[src/rtl/ppp_pkg.sv]
`default_nettype none
package ppp_pkg;

  localparam int COORD_BITS  = 32;
  localparam int COEF_BITS   = 32;
  localparam int SCREEN_BITS = 16;

  localparam int PT_W      = 32;
  localparam int OUT_W     = 32;
  localparam int CFG_W     = 64;
  localparam int CFG_IDX_W = 3;
  localparam int HALF_W    = 32;
  localparam int SCR_W     = 32;

  localparam int XV_W      = (COORD_BITS > PT_W) ? PT_W + 1 : COORD_BITS;
  localparam int PROD_W    = XV_W + COEF_BITS;
  localparam int FRAC_DROP = 12;
  localparam int MAG_W     = PROD_W - FRAC_DROP - 1;
  localparam int CLAMP_LOG = 60;
  localparam int TERM_W    = (MAG_W > CLAMP_LOG) ? CLAMP_LOG + 1 : MAG_W;
  localparam int CMP_W     = (MAG_W > CLAMP_LOG) ? MAG_W : CLAMP_LOG + 1;
  localparam int ADD_W     = (TERM_W + 1 > COEF_BITS) ? TERM_W + 1 : COEF_BITS;
  localparam int C_W       = ADD_W + 2;

  localparam int HALF_SHIFT = 7;
  localparam int CL_W       = C_W / 2;
  localparam int CH_W       = C_W - CL_W;
  localparam int NP_W       = C_W + SCREEN_BITS;
  localparam int N_W        = NP_W + HALF_SHIFT;
  localparam int QUOT_LOG   = 40;
  localparam int Q_N        = QUOT_LOG + 1;
  localparam int NX_W       = (N_W > Q_N) ? N_W : Q_N + 1;
  localparam int HI_W       = NX_W - Q_N;
  localparam int TOPCMP_W   = (HI_W > C_W) ? HI_W : C_W;
  localparam int PX_W       = QUOT_LOG + 3;

  localparam int W_MIN = 66;

  typedef enum logic [CFG_IDX_W-1:0] {
    REG_X_FIRST,
    REG_X_SECOND,
    REG_Y_FIRST,
    REG_Y_SECOND,
    REG_W_FIRST,
    REG_W_SECOND,
    REG_SCREEN
  } reg_idx_t;

  // One beat travelling along the divider chain, both lanes side by side.
  typedef struct packed {
    logic                   valid;
    logic                   behind;
    logic                   neg_x;
    logic                   neg_y;
    logic                   ovf_x;
    logic                   ovf_y;
    logic [C_W-1:0]         rem_x;
    logic [C_W-1:0]         rem_y;
    logic [Q_N-1:0]         num_x;
    logic [Q_N-1:0]         num_y;
    logic [Q_N-1:0]         quo_x;
    logic [Q_N-1:0]         quo_y;
    logic [C_W-1:0]         w;
    logic [SCREEN_BITS-1:0] wd;
    logic [SCREEN_BITS-1:0] ht;
  } cell_t;

endpackage
`default_nettype wire

[src/rtl/ppp_div_cell.sv]
`default_nettype none
module ppp_div_cell import ppp_pkg::*; (
  input  wire logic  clk,
  input  wire logic  rst,
  input  wire logic  en,
  input  wire cell_t d,
  output cell_t      q
);

  // One restoring step: bring down the next numerator bit, subtract if it fits.
  function automatic logic [C_W:0] div_step(input logic [C_W-1:0] r, input logic nb,
                                             input logic [C_W-1:0] w);
    logic [C_W:0] tr;
    logic [C_W:0] we;
    logic         ge;
    tr = {r, nb};
    we = {1'b0, w};
    ge = tr >= we;
    return {ge, ge ? C_W'(tr - we) : C_W'(tr)};
  endfunction

  logic [C_W:0] sx, sy;

  always_comb begin
    sx = div_step(d.rem_x, d.num_x[Q_N-1], d.w);
    sy = div_step(d.rem_y, d.num_y[Q_N-1], d.w);
  end

  always_ff @(posedge clk) begin
    if (rst) begin
      q.valid <= 1'b0;
    end else if (en) begin
      q.valid <= d.valid;
    end
  end

  always_ff @(posedge clk) begin
    if (en) begin
      q.behind <= d.behind;
      q.neg_x  <= d.neg_x;
      q.neg_y  <= d.neg_y;
      q.ovf_x  <= d.ovf_x;
      q.ovf_y  <= d.ovf_y;
      q.rem_x  <= sx[C_W-1:0];
      q.rem_y  <= sy[C_W-1:0];
      q.num_x  <= d.num_x << 1;
      q.num_y  <= d.num_y << 1;
      q.quo_x  <= {d.quo_x[Q_N-2:0], sx[C_W]};
      q.quo_y  <= {d.quo_y[Q_N-2:0], sy[C_W]};
      q.w      <= d.w;
      q.wd     <= d.wd;
      q.ht     <= d.ht;
    end
  end

endmodule
`default_nettype wire

[config.mk]
export PLATFORM = sky130hd
export DESIGN_NAME = ppp_div_cell
export DESIGN_NICKNAME = d
export VERILOG_FILES = /design/src/rtl/ppp_pkg.sv /design/src/rtl/ppp_div_cell.sv
export SDC_FILE = /design/constraint.sdc
export NUM_CORES = 1
export LEC_CHECK = 0
export BUFFER_PORTS_ARGS = -buffer_cell sky130_fd_sc_hd__buf_2
export CAP_MARGIN = 20
export CELL_PAD_IN_SITES_DETAIL_PLACEMENT = 1
export CELL_PAD_IN_SITES_GLOBAL_PLACEMENT = 1
export CORE_AREA = 4 4 284 286
export CTS_CLUSTER_DIAMETER = 100
export DETAILED_ROUTE_END_ITERATION = 8
export DIE_AREA = 0 0 288 290
export GPL_TIMING_DRIVEN = 0
export PLACE_DENSITY = 0.55
export SETUP_SLACK_MARGIN = 0.02
export SKIP_CTS_REPAIR_TIMING = 1
export SLEW_MARGIN = 20
export SYNTH_ARGS = -nofsm -noshare
export SYNTH_HDL_FRONTEND = slang
export SYNTH_SLANG_ARGS = --single-unit
[constraint.sdc]
create_clock -name clk -period 10.8 [get_ports clk]
set_clock_uncertainty 0.2 [all_clocks]
set_input_delay 1.62 -clock clk [delete_from_list [all_inputs] [get_ports clk]]
set_output_delay 1.62 -clock clk [all_outputs]
set_load 0.01 [all_outputs]
==> qor.json, run 1 <==
{
  "via_count_of_the_first_global_routing_pass": 17100,
  "post-synth-top-area-fraction_pct": 58.2,
  "largest_reg_flops": 362,
  "crit_path_start_kind": "input port",
  "die-height_um": 290,
  "post-route-min-period_ps": 5540,
  "start_util_pct": 23.8,
  "fillers": 9037,
  "yosys_register_bits": 362,
  "layout.cell_area.non_filler_sq_um": 25200,
  "slew-limit-headroom_pct": 45.7,
  "dp_hpwl_um": 78300,
  "worstMarginPinSlew_ps": 809,
  "yosys.area_share.xor_xnor_pct": 4.51,
  "cap_viol_max_count": 0,
  "total_congestion_overflow_after_global_routing": 0,
  "detail_route.vias_per_cell": 4.67,
  "finalSetupViolCount": 0,
  "place_inst": 3390,
  "synth-edff-count": 361,
  "clkPwrFrac_pct": 37.4,
  "setup.worst_path.class": "input port to register",
  "required_ps": 10880,
  "rsz0062_at_grt": "no",
  "synth_simple_gate_area_share_pct": 9.52,
  "largest_family_of_logic_cells_by_synthesized_area": "compound AO/OA/AOI/OAI gates",
  "power.share.switching_pct": 30.1,
  "synth_sequential_area_ratio_pct": 58.3,
  "deepest_clock_path_buffer_count": 3,
  "numPortBuffers": 726,
  "placedInstanceArea_sq_um": 23700,
  "hold_sp": "q[363]",
  "area.growth.synth_to_final_pct": 35.5,
  "critPathMaxFanout": 10,
  "synth_warnings": 0,
  "syn_area_sq_um": 18600,
  "drtIter0Drc": 718,
  "syn-instance-count": 1610,
  "die-area_sq_um": 83500,
  "internal_power_mw": 3.03,
  "holdCritPathClass": "register to register",
  "worstSkewPairLatency_ps": 590,
  "hold_viol": 0,
  "r2r-start": "q[363]",
  "clock.fmax_ghz": 0.180,
  "post_route_cells_drive_above_1_share_pct": 34.8,
  "worst-endpoint-arrival_ps": 5620,
  "wirelength_um": 92900,
  "postRouteAntennaNets": 0,
  "cts_sinks": 362,
  "synth_compound_area_share_pct": 16.2,
  "dominantRegCellSynth": "sky130_fd_sc_hd__edfxtp_1",
  "final-instance-count-excl-fill": 3479,
  "final.setup.tns_ps": 0,
  "grt_first_pass_wirelength_um": 128000,
  "drtPass1Iterations": 5,
  "h_tree_levels": 2,
  "run_status": "complete, no violations",
  "net-switching-power_mw": 1.30,
  "r2r_end": "q[363]",
  "grt_start_max_net_pins": 98,
  "drv_slew": 0,
  "muxShareOfSynthArea_pct": 0.457,
  "whs_endpoint": "q[363]",
  "antenna_found_initial": 37,
  "p_per_area_nw_per_um2": 172,
  "floorplan.io_pins": 731,
  "irDropWorstVdd_mv": 0.0959,
  "fp-row-count": 103,
  "end_kind": "register",
  "per_cell_routed_wire_length_um": 26.7,
  "synth_cell_types": 78,
  "gpl.final_weighted_congestion": 0.904,
  "drcViolationCount": 0,
  "total_cts_buffers": 45,
  "synthTopCellsByArea": "sky130_fd_sc_hd__edfxtp_1 58%, sky130_fd_sc_hd__ha_1 7.3%, sky130_fd_sc_hd__o21ai_0 3.9%",
  "clkSlewWorstSetupHoldPaths_ps": 60,
  "tritoncts": "built",
  "synthesis.area_per_instance_sq_um": 11.6,
  "worst_reg2reg_path_depth": 2,
  "async_flop_share_pct": 0,
  "register_containing_the_most_flip_flops_in_the_final_layout": "q",
  "root_buffer": "sky130_fd_sc_hd__clkbuf_16",
  "worst_reg_to_reg_setup_slack_ps": 10020,
  "yosys.area.top_type": "sky130_fd_sc_hd__edfxtp_1",
  "combined_global_route_utilization_of_all_metal_layers_pct": 21.2,
  "min_delay_path_depth": 2,
  "die_x_um": 288,
  "largestRegisters": "q: 362 flops",
  "final_net_count": 2864,
  "routed-via-count": 16300,
  "core_area_sq_um": 78400,
  "cell_leakage_power_nw": 10.7,
  "fin_crit_sh_pct": 51.3,
  "combinationalPowerShare_pct": 21.8,
  "synthAdderAreaFrac_pct": 7.47,
  "seqPwrFrac_pct": 40.8
}
[worst max-delay path: stages]
cell and delay (ps):
sky130_fd_sc_hd__buf_2 100, sky130_fd_sc_hd__inv_1 100, sky130_fd_sc_hd__ha_1 350, sky130_fd_sc_hd__nand2_1 190
sky130_fd_sc_hd__a211oi_1 500, sky130_fd_sc_hd__o21ai_1 260, sky130_fd_sc_hd__a211oi_1 710, sky130_fd_sc_hd__o21a_1 360
sky130_fd_sc_hd__a21o_1 260, sky130_fd_sc_hd__a31oi_2 310, sky130_fd_sc_hd__buf_4 360, sky130_fd_sc_hd__buf_2 250
sky130_fd_sc_hd__nand2_1 100, sky130_fd_sc_hd__o21ai_0 140
[layout by cell type (no fill, tap or decap), types with 6 or more instances in the layout]
cell type / count
sky130_fd_sc_hd__o21a_1: 7
sky130_fd_sc_hd__o21ai_0: 145
sky130_fd_sc_hd__and3_1: 16
sky130_fd_sc_hd__nor3_1: 15
sky130_fd_sc_hd__nor2_1: 63
sky130_fd_sc_hd__buf_2: 740
sky130_fd_sc_hd__a31oi_1: 22
sky130_fd_sc_hd__diode_2: 8
sky130_fd_sc_hd__a21oi_1: 132
sky130_fd_sc_hd__or3_1: 9
sky130_fd_sc_hd__nand4_1: 31
sky130_fd_sc_hd__xor2_1: 39
sky130_fd_sc_hd__a31o_2: 6
sky130_fd_sc_hd__edfxtp_1: 361
sky130_fd_sc_hd__a211oi_1: 11
sky130_fd_sc_hd__inv_1: 85
sky130_fd_sc_hd__o21ai_1: 14
sky130_fd_sc_hd__clkinv_1: 8
sky130_fd_sc_hd__ha_1: 108
sky130_fd_sc_hd__nor2b_1: 7
sky130_fd_sc_hd__a21o_1: 50
sky130_fd_sc_hd__o21bai_1: 24
sky130_fd_sc_hd__nand2b_1: 6
sky130_fd_sc_hd__o211ai_1: 11
sky130_fd_sc_hd__a221oi_1: 6
sky130_fd_sc_hd__nand3_1: 28
sky130_fd_sc_hd__clkbuf_1: 54
sky130_fd_sc_hd__o31ai_1: 11
sky130_fd_sc_hd__nand2_1: 184
sky130_fd_sc_hd__and2_1: 6
sky130_fd_sc_hd__bufinv_16: 8
sky130_fd_sc_hd__buf_4: 7
sky130_fd_sc_hd__xnor2_1: 57
sky130_fd_sc_hd__clkbuf_16: 45
[per-layer routing]
metal	global-route usage [%]	vias to the layer above	share of wire, %
met2	41.0	503	54
met3	5.55	128	6.8
li1	-	7584	-
met5	0	-	0.23
met4	5.22	32	2.7
met1	22.5	8015	36
[logic make-up (layout without fill, tap and decap cells)]
family	after synthesis	count (layout)
DFF	362	362
and+or+nand+nor	386	386
AOI/OAI and AO/OA	487	487
other	1	10
muxes	8	8
buffers and inverters	160	970
xor gates and xnor gates	96	96
adders and majority gates	110	110
[cells in the mapped netlist, drive strengths merged, types with 3 or more instances]
cell / count
nor2b: 7
o31ai: 11
nand2: 184
a31oi: 23
or2: 4
a211oi: 12
o21ai: 161
inv: 88
clkbuf: 46
a21o: 50
edfxtp: 361
nor4: 5
nor3: 15
buf: 26
nor2: 63
o22ai: 4
a221oi: 7
and3: 16
and2: 6
o21bai: 24
nand4: 32
xor2: 39
xnor2: 57
nand2b: 6
a21boi: 5
a31o: 6
mux2i: 4
nand3: 28
a21oi: 132
mux2: 4
o211ai: 11
ha: 108
o221ai: 3
a311oi: 5
o21a: 7
nand4b: 3
or3: 9
[final cells by class]
cell class / count / area [sq um] / share of cell area [%]
Timing Repair Buffer: 729 / 3730 / 14.8
Tap cell: 1050 / 1310 / 5.21
Sequential cell: 362 / 10900 / 43.0
Clock inverter: 28 / 389 / 1.54
Buffer: 72 / 323 / 1.28
Inverter: 88 / 330 / 1.31
Multi-Input combinational cell: 1089 / 7120 / 28.2
Antenna cell: 8 / 20.0 / 0.0793
Clock buffer: 53 / 1160 / 4.58
[power by group through the flow]
stage / Clock, mW / Sequential (mW) / Combinational (mW)
floorplan: 0 / 1.87 / 0.394
global placement: 0 / 1.81 / 0.951
global route: 1.73 / 1.78 / 1.03
finish: 1.62 / 1.77 / 0.947
detailed placement: 0 / 1.80 / 0.962
CTS: 1.68 / 1.77 / 0.968
[worst max path at each step]
| stage | slack [ps] | endpoint | cells past startpoint | start |
|---|---|---|---|---|
| after floorplan | 6250 | q[334] | 13 | d[249] |
| after global placement | 2180 | q[363] | 3 | en |
| after detailed placement | 4500 | q[277] | 14 | d[33] |
| after CTS | 5110 | q[277] | 14 | d[33] |
| after global routing | 5000 | q[277] | 14 | d[36] |
| final | 5260 | q[277] | 14 | d[36] |
[through the flow]
step	power [mW]	hold slack (ps)	utilization, %	worst slack, ps
floorplan	2.27	328	-	6250
global placement	2.76	275	30.1	2180
finish	4.34	293	32.2	5260
CTS	4.41	294	32.2	5110
global route	4.54	346	32.2	5000
detailed placement	2.76	279	30.2	4500
Power figures use the tool's default switching activity.
==> run 2: changes to the inputs <==
- ABC_AREA: default -> 1
- CORE_AREA: 4 4 284 286 -> 4 4 283 285
- DIE_AREA: 0 0 288 290 -> 0 0 287 289
- PLACE_DENSITY: 0.55 -> 0.65
- clock period: 10.8 -> 5.57 ns (I/O delays scaled with it)
==> qor.json, run 2 <==
{
  "synth-edff-count": {"value": 361, "change": "unchanged"},
  "finalSetupViolCount": {"value": 0, "change": "unchanged"},
  "drtIter0Drc": {"value": 1053, "change": "+47%"},
  "final_net_count": {"value": 4129, "change": "+44%"},
  "deepest_clock_path_buffer_count": {"value": 3, "change": "unchanged"},
  "async_flop_share": {"value": 0, "unit": "%", "change": "unchanged"},
  "place_inst": {"value": 4646, "change": "+37%"},
  "seqPwrFrac": {"value": 40.0, "unit": "%", "change": "-0.8 points"},
  "combinationalPowerShare": {"value": 25.1, "unit": "%", "change": "+3.3 points"},
  "routed-via-count": {"value": 21900, "change": "+35%"},
  "grt_start_max_net_pins": {"value": 99, "change": "+1.0%"},
  "grt_busiest_layer": "met2",
  "cts_sinks": {"value": 362, "change": "unchanged"},
  "cell_leakage_power": {"value": 15.3, "unit": "nW", "change": "+43%"},
  "grt_use_met2": {"value": 49.3, "unit": "%", "change": "+8.2 points"},
  "synth.most_common_cell": "sky130_fd_sc_hd__nand2_1",
  "use_met3": {"value": 4.94, "unit": "%", "change": "-0.61 points"},
  "p_per_area": {"value": 294, "unit": "nW/um^2", "change": "+71%"},
  "wirelength": {"value": 112000, "unit": "um", "change": "+20%"},
  "rsz0062_at_grt": "no",
  "setup.worst_path.class": "input port to register",
  "root_buffer": "sky130_fd_sc_hd__clkbuf_16",
  "die_x": {"value": 287, "unit": "um", "change": "-0.35%"},
  "slowest_stage": "sky130_fd_sc_hd__o21ai_1",
  "fillers": {"value": 9703, "change": "+7.4%"},
  "synth_sequential_area_ratio": {"value": 48.2, "unit": "%", "change": "-10 points"},
  "cpPeakStageDelay": {"value": 500, "unit": "ps", "change": "-210 ps"},
  "synthesis.area_per_instance": {"value": 7.83, "unit": "sq um", "change": "-32%"},
  "post-route-min-period_ps": 3790,
  "internal_power": {"value": 5.79, "unit": "mW", "change": "+91%"},
  "run_status": "complete, no violations",
  "total_cts_buffers": {"value": 44, "change": "-2.2%"},
  "via_count_of_the_first_global_routing_pass": {"value": 22700, "change": "+33%"},
  "clkPwrFrac": {"value": 34.9, "unit": "%", "change": "-2.5 points"},
  "net-switching-power": {"value": 2.73, "unit": "mW", "change": "+110%"},
  "combined_global_route_utilization_of_all_metal_layers": {"value": 25.8, "unit": "%", "change": "+4.6 points"},
  "groute.layer.met1.usage": {"value": 28.6, "unit": "%", "change": "+6.0 points"},
  "slew-limit-headroom": {"value": 47.7, "unit": "%", "change": "+1.9 points"},
  "fin_crit_sh_pct": 68.1,
  "tritoncts": "built",
  "floorplan.io_pins": {"value": 731, "change": "unchanged"},
  "cells_along_the_critical_path": "buf_2 -> inv_1 -> ha_1 -> nand2_1 -> inv_1 -> nand2_1 -> nand2_1 -> clkinv_1 -> nand2_1 -> nand3b_1 -> nand2_2 -> nand3_4 -> buf_4 -> o21ai_1",
  "drcViolationCount": {"value": 0, "change": "unchanged"},
  "dp_hpwl": {"value": 96400, "unit": "um", "change": "+23%"},
  "yosys.area_share.xor_xnor": {"value": 2.26, "unit": "%", "change": "-2.3 points"},
  "largest_reg_flops": {"value": 362, "change": "unchanged"},
  "largest_family_of_logic_cells_by_synthesized_area": "simple AND/OR/NAND/NOR gates",
  "worstSkewPairLatency": {"value": 570, "unit": "ps", "change": "-20 ps"},
  "path_buf_inv": {"value": 5, "change": "+1"},
  "design_power_total": {"value": 8.52, "unit": "mW", "change": "+97%"},
  "detail_route.vias_per_cell": {"value": 4.63, "change": "-0.94%"},
  "synthTopCellsByArea": "sky130_fd_sc_hd__edfxtp_1 48%, sky130_fd_sc_hd__nand2_1 18%, sky130_fd_sc_hd__inv_1 10%",
  "largestRegisters": "q: 362 flops",
  "yosys_register_bits": {"value": 362, "change": "unchanged"},
  "mostFrequentLayoutCell": "sky130_fd_sc_hd__nand2_1",
  "synth_simple_gate_area_share": {"value": 28.4, "unit": "%", "change": "+19 points"},
  "clkSlewWorstSetupHoldPaths": {"value": 60, "unit": "ps", "change": "about the same"},
  "syn-instance-count": {"value": 2876, "change": "+79%"},
  "synth_commonest_cells": "1,075 x sky130_fd_sc_hd__nand2_1, 616 x sky130_fd_sc_hd__inv_1, 361 x sky130_fd_sc_hd__edfxtp_1",
  "irDropWorstVdd": {"value": 0.216, "unit": "mV", "change": "+130%"},
  "critPathMaxFanout": {"value": 10, "change": "unchanged"},
  "hold_viol": {"value": 0, "change": "unchanged"},
  "worst-endpoint-arrival": {"value": 3880, "unit": "ps", "change": "-1740 ps"},
  "end_kind": "register",
  "register_containing_the_most_flip_flops_in_the_final_layout": "q",
  "total_congestion_overflow_after_global_routing": {"value": 0, "change": "unchanged"},
  "start_point_of_the_critical_path": "d[54]",
  "gpl.final_weighted_congestion": {"value": 0.947, "change": "+4.8%"},
  "die-height": {"value": 289, "unit": "um", "change": "-0.34%"},
  "synth_cell_types": {"value": 38, "change": "-51%"},
  "setup_slack": {"value": 1780, "unit": "ps", "change": "-3480 ps"},
  "h_tree_levels": {"value": 2, "change": "unchanged"},
  "start_util": {"value": 29.1, "unit": "%", "change": "+5.3 points"},
  "drtPass1Iterations": {"value": 5, "change": "unchanged"},
  "hold_sp": "rst",
  "synth_warnings": {"value": 0, "change": "unchanged"},
  "worstMarginPinSlew": {"value": 785, "unit": "ps", "change": "-23.9 ps"},
  "post_route_cells_drive_above_1_share": {"value": 23.3, "unit": "%", "change": "-11 points"},
  "crit_top_cell": "sky130_fd_sc_hd__nand2_1",
  "yosys.area.top_type": "sky130_fd_sc_hd__edfxtp_1",
  "area.growth.synth_to_final_pct": 28.9,
  "post-synth-top-area-fraction": {"value": 48.1, "unit": "%", "change": "-10 points"},
  "dominantRegCellSynth": "sky130_fd_sc_hd__edfxtp_1",
  "syn_area": {"value": 22500, "unit": "sq um", "change": "+21%"},
  "numPortBuffers": {"value": 726, "change": "unchanged"},
  "drv_slew": {"value": 0, "change": "unchanged"},
  "final.setup.tns": {"value": 0, "unit": "ps", "change": "unchanged"},
  "postRouteAntennaNets": {"value": 0, "change": "unchanged"},
  "die-area": {"value": 82900, "unit": "sq um", "change": "-0.69%"},
  "final-instance-count-excl-fill": {"value": 4729, "change": "+36%"},
  "power.share.switching": {"value": 32.0, "unit": "%", "change": "+1.9 points"},
  "r2r-start": "q[363]",
  "fp-row-count": {"value": 102, "change": "-0.97%"},
  "pre_cts_slack": {"value": 1290, "unit": "ps", "change": "-3210 ps"},
  "required": {"value": 5660, "unit": "ps", "change": "-5220 ps"},
  "layout_common_cells": "1,075 x sky130_fd_sc_hd__nand2_1, 725 x sky130_fd_sc_hd__buf_2, 616 x sky130_fd_sc_hd__inv_1, 361 x sky130_fd_sc_hd__edfxtp_1, 181 x sky130_fd_sc_hd__nor2_1",
  "antenna_found_initial": {"value": 30, "change": "-19%"},
  "core_area": {"value": 77300, "unit": "sq um", "change": "-1.3%"},
  "synth_compound_area_share": {"value": 3.17, "unit": "%", "change": "-13 points"},
  "clock.fmax_ghz": 0.264,
  "crit_path_start_kind": "input port",
  "per_cell_routed_wire_length": {"value": 23.6, "unit": "um", "change": "-12%"},
  "synthAdderAreaFrac": {"value": 6.18, "unit": "%", "change": "-1.3 points"},
  "grt_first_pass_wirelength": {"value": 153000, "unit": "um", "change": "+20%"},
  "cap_viol_max_count": {"value": 0, "change": "unchanged"},
  "crit_path_max_delay_family": "simple AND/OR/NAND/NOR gates",
  "holdCritPathClass": "input port to register",
  "muxShareOfSynthArea": {"value": 0.0444, "unit": "%", "change": "-0.41 points"}
}
-- run 2: final cells by class --
class	count	area, sq um	share of cell area (%)
Clock inverter	20	292	1.00
Clock buffer	54	1160	4.00
Sequential cell	362	10900	37.4
Antenna cell	9	22.5	0.0776
Tap cell	1040	1300	4.48
Multi-Input combinational cell	1843	9030	31.1
Timing Repair Buffer	729	3730	12.8
Buffer	30	225	0.776
Inverter	642	2410	8.30
-- run 2: path summary, 6_finish.rpt --
| path | end | slack, ps | cells after the start |
|---|---|---|---|
| max reg2reg | q[363] | 4770 | 2 |
| min | q[363] | 210 | 2 |
| max | q[266] | 1780 | 14 |
| min reg2reg | q[363] | 310 | 2 |
-- run 2: through the flow --
| stage | cell area, sq um | utilization [%] | hold WS (ps) |
|---|---|---|---|
| 3_3_place_gp | 27500 | 35.5 | 273 |
| 5_1_grt | 29000 | 37.5 | 183 |
| 3_5_place_dp | 27600 | 35.6 | 300 |
| 6_report | 29000 | 37.5 | 212 |
| 2_1_floorplan | 22500 | - | 328 |
| 4_1_cts | 29000 | 37.5 | 175 |
-- run 2: power by group through the flow --
stage               clock network, mW  logic, mW  registers [mW]
CTS                              3.06       2.16            3.42
floorplan                           0      0.934            3.62
detailed placement                  0       2.15            3.47
finish                           2.97       2.14            3.41
global placement                    0       2.13            3.49
global route                     3.18       2.34            3.44
-- run 2: cell families (layout without fill, tap and decap cells) --
kind of cell             after synthesis  count (layout)
XOR/XNOR                              58              58
flip-flops                           362             362
adder cells (fa/ha/maj)              110             110
buffers and inverters                672            1475
multiplexers                           1               1
AND/OR/NAND/NOR                     1539            1539
other                                  1              11
AO/OA/AOI/OAI                        133             133
-- run 2: metal layers --
metal	wire length (um)	up-vias	part of all wire, %
li1	-	10600	-
met1	42600	10600	38
met2	58400	567	52
met3	6350	164	5.7
met4	4050	24	3.6
met5	162	-	0.15
